## config.mk

```make
export PLATFORM = sky130hd
export DESIGN_NAME = aad_div
export DESIGN_NICKNAME = d
export VERILOG_FILES = /design/src/sv/aad_pkg.sv /design/src/sv/aad_div.sv
export SDC_FILE = /design/constraint.sdc
export NUM_CORES = 1
export LEC_CHECK = 0
export ABC_AREA = 1
export BUFFER_PORTS_ARGS = -buffer_cell sky130_fd_sc_hd__buf_4
export CAP_MARGIN = 0
export CORE_MARGIN = 3
export CORE_UTILIZATION = 62
export DETAILED_ROUTE_END_ITERATION = 16
export PLACE_DENSITY = 0.91
export SYNTH_ARGS = -nofsm -noshare
export SYNTH_HDL_FRONTEND = slang
export SYNTH_SLANG_ARGS = --single-unit
```

## constraint.sdc

```tcl
create_clock -name clk -period 3.17 [get_ports clk]
set_input_delay 0.634 -clock clk [delete_from_list [all_inputs] [get_ports clk]]
set_output_delay 0.634 -clock clk [all_outputs]
set_load 0.01 [all_outputs]
```

## src/sv/aad_pkg.sv

```systemverilog
package aad_pkg;

    localparam int MAX_FRAME_WIDTH_DEF  = 4096;
    localparam int MAX_FRAME_HEIGHT_DEF = 4096;

    localparam int CFG_W     = 13;
    localparam int CFG_IDX_W = 2;
    localparam int CHAN_W    = 8;
    localparam int POS_W     = 12;
    localparam int SUM_W     = 32;
    localparam int DIVD_W    = 34;
    localparam int DIVS_W    = 26;

    localparam logic [CFG_W-1:0] RST_SOURCE_WIDTH  = 13'd640;
    localparam logic [CFG_W-1:0] RST_SOURCE_HEIGHT = 13'd480;
    localparam logic [CFG_W-1:0] RST_MAX_WIDTH     = 13'd0;

    localparam logic [CFG_IDX_W-1:0] CFG_SOURCE_WIDTH  = 2'd0;
    localparam logic [CFG_IDX_W-1:0] CFG_SOURCE_HEIGHT = 2'd1;
    localparam logic [CFG_IDX_W-1:0] CFG_MAX_WIDTH     = 2'd2;

    typedef struct packed {
        logic [CHAN_W-1:0] red_in;
        logic [CHAN_W-1:0] green_in;
        logic [CHAN_W-1:0] blue_in;
    } pixel_in_t;

    typedef struct packed {
        logic [CHAN_W-1:0] red_out;
        logic [CHAN_W-1:0] green_out;
        logic [CHAN_W-1:0] blue_out;
        logic [POS_W-1:0]  out_column;
        logic [POS_W-1:0]  out_line;
        logic              frame_done;
    } pixel_out_t;

    typedef struct packed {
        logic              start;
        logic [DIVD_W-1:0] dividend;
        logic [DIVS_W-1:0] divisor;
    } div_req_t;

    typedef struct packed {
        logic              done;
        logic [DIVD_W-1:0] quotient;
    } div_resp_t;

endpackage

```

## src/sv/aad_div.sv

```systemverilog
module aad_div (
    input  logic              clk,
    input  logic              rst_n,
    input  aad_pkg::div_req_t  req,
    output aad_pkg::div_resp_t resp
);

    import aad_pkg::*;

    localparam int STEP_W = $clog2(DIVD_W);

    logic              busy_reg, busy_next;
    logic              done_reg, done_next;
    logic [STEP_W-1:0] step_reg, step_next;
    logic [DIVS_W-1:0] rem_reg, rem_next;
    logic [DIVD_W-1:0] quo_reg, quo_next;
    logic [DIVS_W-1:0] dvs_reg, dvs_next;
    logic [DIVS_W:0]   trial;
    logic              ge;

    assign trial = {rem_reg, quo_reg[DIVD_W-1]};
    assign ge    = trial >= {1'b0, dvs_reg};

    always_comb
    begin
        busy_next = busy_reg;
        done_next = 1'b0;
        step_next = step_reg;
        rem_next  = rem_reg;
        quo_next  = quo_reg;
        dvs_next  = dvs_reg;
        if (req.start)
        begin
            busy_next = 1'b1;
            step_next = '0;
            rem_next  = '0;
            quo_next  = req.dividend;
            dvs_next  = req.divisor;
        end
        else if (busy_reg)
        begin
            rem_next = ge ? DIVS_W'(trial - {1'b0, dvs_reg}) : trial[DIVS_W-1:0];
            quo_next = {quo_reg[DIVD_W-2:0], ge};
            if (step_reg == STEP_W'(DIVD_W - 1))
            begin
                busy_next = 1'b0;
                done_next = 1'b1;
            end
            else
            begin
                step_next = step_reg + STEP_W'(1);
            end
        end
    end

    always_ff @(posedge clk or negedge rst_n)
    begin
        if (!rst_n)
        begin
            busy_reg <= 1'b0;
            done_reg <= 1'b0;
            step_reg <= '0;
        end
        else
        begin
            busy_reg <= busy_next;
            done_reg <= done_next;
            step_reg <= step_next;
        end
    end

    always_ff @(posedge clk)
    begin
        rem_reg <= rem_next;
        quo_reg <= quo_next;
        dvs_reg <= dvs_next;
    end

    assign resp.done     = done_reg;
    assign resp.quotient = quo_reg;

endmodule

```

==> metrics.md <==
| Metric | Value |
|---|---|
| CTS clk-pin slew, worst paths | `0.10 ns` |
| Most frequent cells in the layout | `334 x nand2_1, 150 x inv_1, 104 x buf_4` |
| Fill cell count | `742` |
| Placed cell count | `1,041` |
| CP arrival | `2.62 ns` |
| CTS buffer count | `9` |
| First-pass GRT wire length | `24,600 µm` |
| Setup TNS | `0 ns` |
| Leak | `3.81 nW` |
| Nets@finish | `1,015` |
| Initial antenna violation count | `0` |
| Top Metal Used | `met4` |
| Peak Freq | `420 MHz` |
| Vias in the first global route | `5,316` |
| Setup Fix Bufs, Post-CTS | `0` |
| Root Buffer | `clkbuf_8` |
| Cell Pwr Density | `747 nW/µm²` |
| DRC violations left | `0` |
| Share of cells above drive strength 1 | `15.4%` |
| Final WL | `14,800 µm` |
| Hold buffers post-CTS | `0` |
| Clock Skew | `0.0188 ns` |
| Yosys warning count | `0` |
| Worst-margin pin slew | `0.557 ns` |
| Initial core utilization | `64.2%` |
| # rows | `35` |
| Vias | `5,523` |
| #FFs+latches synth | `94` |
| Peak supply drop | `342 µV` |
| Sequential-to-total area share from yosys stat | `42.1%` |
| # setup viols final | `0` |
| Status | `complete, no violations` |
| I/O pins | `98` |
| Final ANT Viol Nets | `0` |
| Crit path launch type | `flip-flop` |
| Final hold vios | `0` |
| Fin crit period | `2.38 ns` |
| Antenna diode count | `0` |
| Skew-Pair Late Insertion Delay | `0.38 ns` |
| Average wire per standard cell | `14.0 µm` |
| Cell count after synthesis | `829` |
| Area Overhead vs Synth | `16.7%` |
| Pin count of the biggest net entering global routing | `45` |
| Die H | `104 µm` |
| Rel. slew slack | `62.9%` |
| DR iter-0 viols | `332` |
| Die area | `10,900 µm²` |
| Routability cong. | `0.994` |
| Critical Path Fanout Max | `25` |
| Hpwl dp | `11,000 µm` |
| Setup ws final | `0.790 ns` |
| DR WL met3 | `1290 µm` |
| IO Port Bufs | `97` |
| Post-cts resize count | `0` |
| Hold Crit Class | `in2async` |
| CTS H-tree depth | `3` |
| Crit end category | `flip-flop` |
| Num Clock Sinks | `94` |
| Final cell count without fillers | `1,057` |
| Required time worst endpoint | `3.41 ns` |
| Post-Route M1 WL | `6250 µm` |
| WS Path Type | `reg2reg` |
| Syn_area_per_cell | `7.22 µm²` |
| Post-Route Utilization | `74.9%` |
| Unique masters post-synth | `36` |
| Tcrit/Tclk final | `75.1%` |
| Metal2 WL | `6970 µm` |
| R2R Setup Slk | `0.79 ns` |
| Gr usage total | `28.1%` |
| Max-Cap Viols | `0` |
| Max Slew Vio Count | `0` |
| Core area | `9330 µm²` |
| Synthesized cell area | `5990 µm²` |
| Syn nets | `921` |
| GR Overflow Total | `0` |
| CTS tree | `yes` |
| Pre-CTS setup slack | `0.832 ns` |
| 1st-pass router iterations | `5` |
| Via density | `5.23` |
| Die Wd | `104 µm` |
| RSZ-0062 raised after global routing | `false` |
| Max reg flops | `34` |
| Most common cell after layout, fill and taps aside | `nand2_1` |
| CTS Buffer Depth | `2` |
area by class of cell:
type / instances / area [µm²] / share of cell area [%]
Multi-Input combinational cell: 562 / 2760 / 39.5
Inverter: 152 / 571 / 8.17
Sequential cell: 94 / 2520 / 36.1
Tap cell: 129 / 161 / 2.31
Timing Repair Buffer: 104 / 781 / 11.2
Clock buffer: 9 / 124 / 1.77
Clock inverter: 7 / 66.3 / 0.949
worst max-delay path, stage by stage, from the launching register on:
cell	delay, ns
edfxtp_1	0.34
inv_1	0.04
ha_1	0.37
nand2_1	0.12
nor3_1	0.30
nand2_1	0.11
a21oi_1	0.19
nor2_2	0.08
nand2_2	0.41
nand2_1	0.10
nand3_1	0.10
o21ai_1	0.08
synth_stat cells:
master	instances	area, µm²
buf_1	2	7.51
dfrtp_1	8	200
inv_1	150	563
buf_6	6	67.6
nor4_4	1	21.3
dfxtp_1	26	521
nand3b_1	9	67.6
o21bai_1	1	7.51
a21o_1	2	15.0
a21oi_1	18	90.1
nand2_1	334	1250
nand3_1	69	345
a31oi_1	1	6.26
o31ai_1	1	7.51
o21a_1	1	7.51
fa_1	1	20.0
nor2_4	1	11.3
clkbuf_1	8	30.0
ha_1	28	350
edfxtp_1	60	1800
buf_2	3	15.0
xor2_1	2	17.5
nor2_1	37	139
and2_1	3	18.8
nand4_1	6	37.5
nor3_1	4	20.0
buf_4	2	15.0
xnor2_1	10	87.6
or2_2	1	6.26
inv_2	2	7.51
o21ai_1	9	45.0
o21ai_0	4	20.0
nand3_2	11	110
nand2_2	4	25.0
nand3b_2	1	11.3
nor2_2	3	18.8
power breakdown:
group	total [W]	internal, W	switching, W
clock network	0.000795	0.000303	0.000491
logic	0.00271	0.00100	0.00171
registers	0.00172	0.00155	0.000164
per-layer routing:
metal	GRT usage [%]	up-vias
met5	0	-
met4	8.36	0
met3	7.14	29
met2	46.7	222
met1	36.2	2512
li1	-	2760
per-stage QoR:
| step | instance area [µm²] | power (W) | hold slack, ns |
|---|---|---|---|
| after floorplan | 5990 | 0.00380 | 0.338 |
| after global placement | 6800 | 0.00432 | 0.457 |
| after detailed placement | 6800 | 0.00440 | 0.456 |
| after CTS | 6990 | 0.00519 | 0.0407 |
| after global routing | 6990 | 0.00569 | 0.0371 |
| final | 6990 | 0.00522 | 0.0481 |
cell families after synthesis:
group / after synthesis / synth area share (%)
and+or+nand+nor: 484 / 34.8
AOI/OAI and AO/OA: 37 / 3.32
adders and majority gates: 29 / 6.18
buffers and inverters: 173 / 11.8
xor gates and xnor gates: 12 / 1.76
DFF: 94 / 42.1
final timing paths:
path / endpoint / cells past startpoint / startpoint
worst min-delay path: step_reg[4]$_DFFE_PN0P_ / 1 / rst_n
worst max-delay path: rem_reg[2]$_SDFFE_PP0P_ / 11 / dvs_reg[23]$_DFFE_PP_
min in group clk: dvs_reg[11]$_DFFE_PP_ / 1 / req[11]
worst min register to register: rem_reg[14]$_SDFFE_PP0P_ / 2 / rem_reg[14]$_SDFFE_PP0P_
worst max register to register: rem_reg[2]$_SDFFE_PP0P_ / 11 / dvs_reg[23]$_DFFE_PP_
max in group asynchronous: step_reg[2]$_DFFE_PN0P_ / 1 / rst_n
Note: power is estimated with default switching activity, not from simulation.
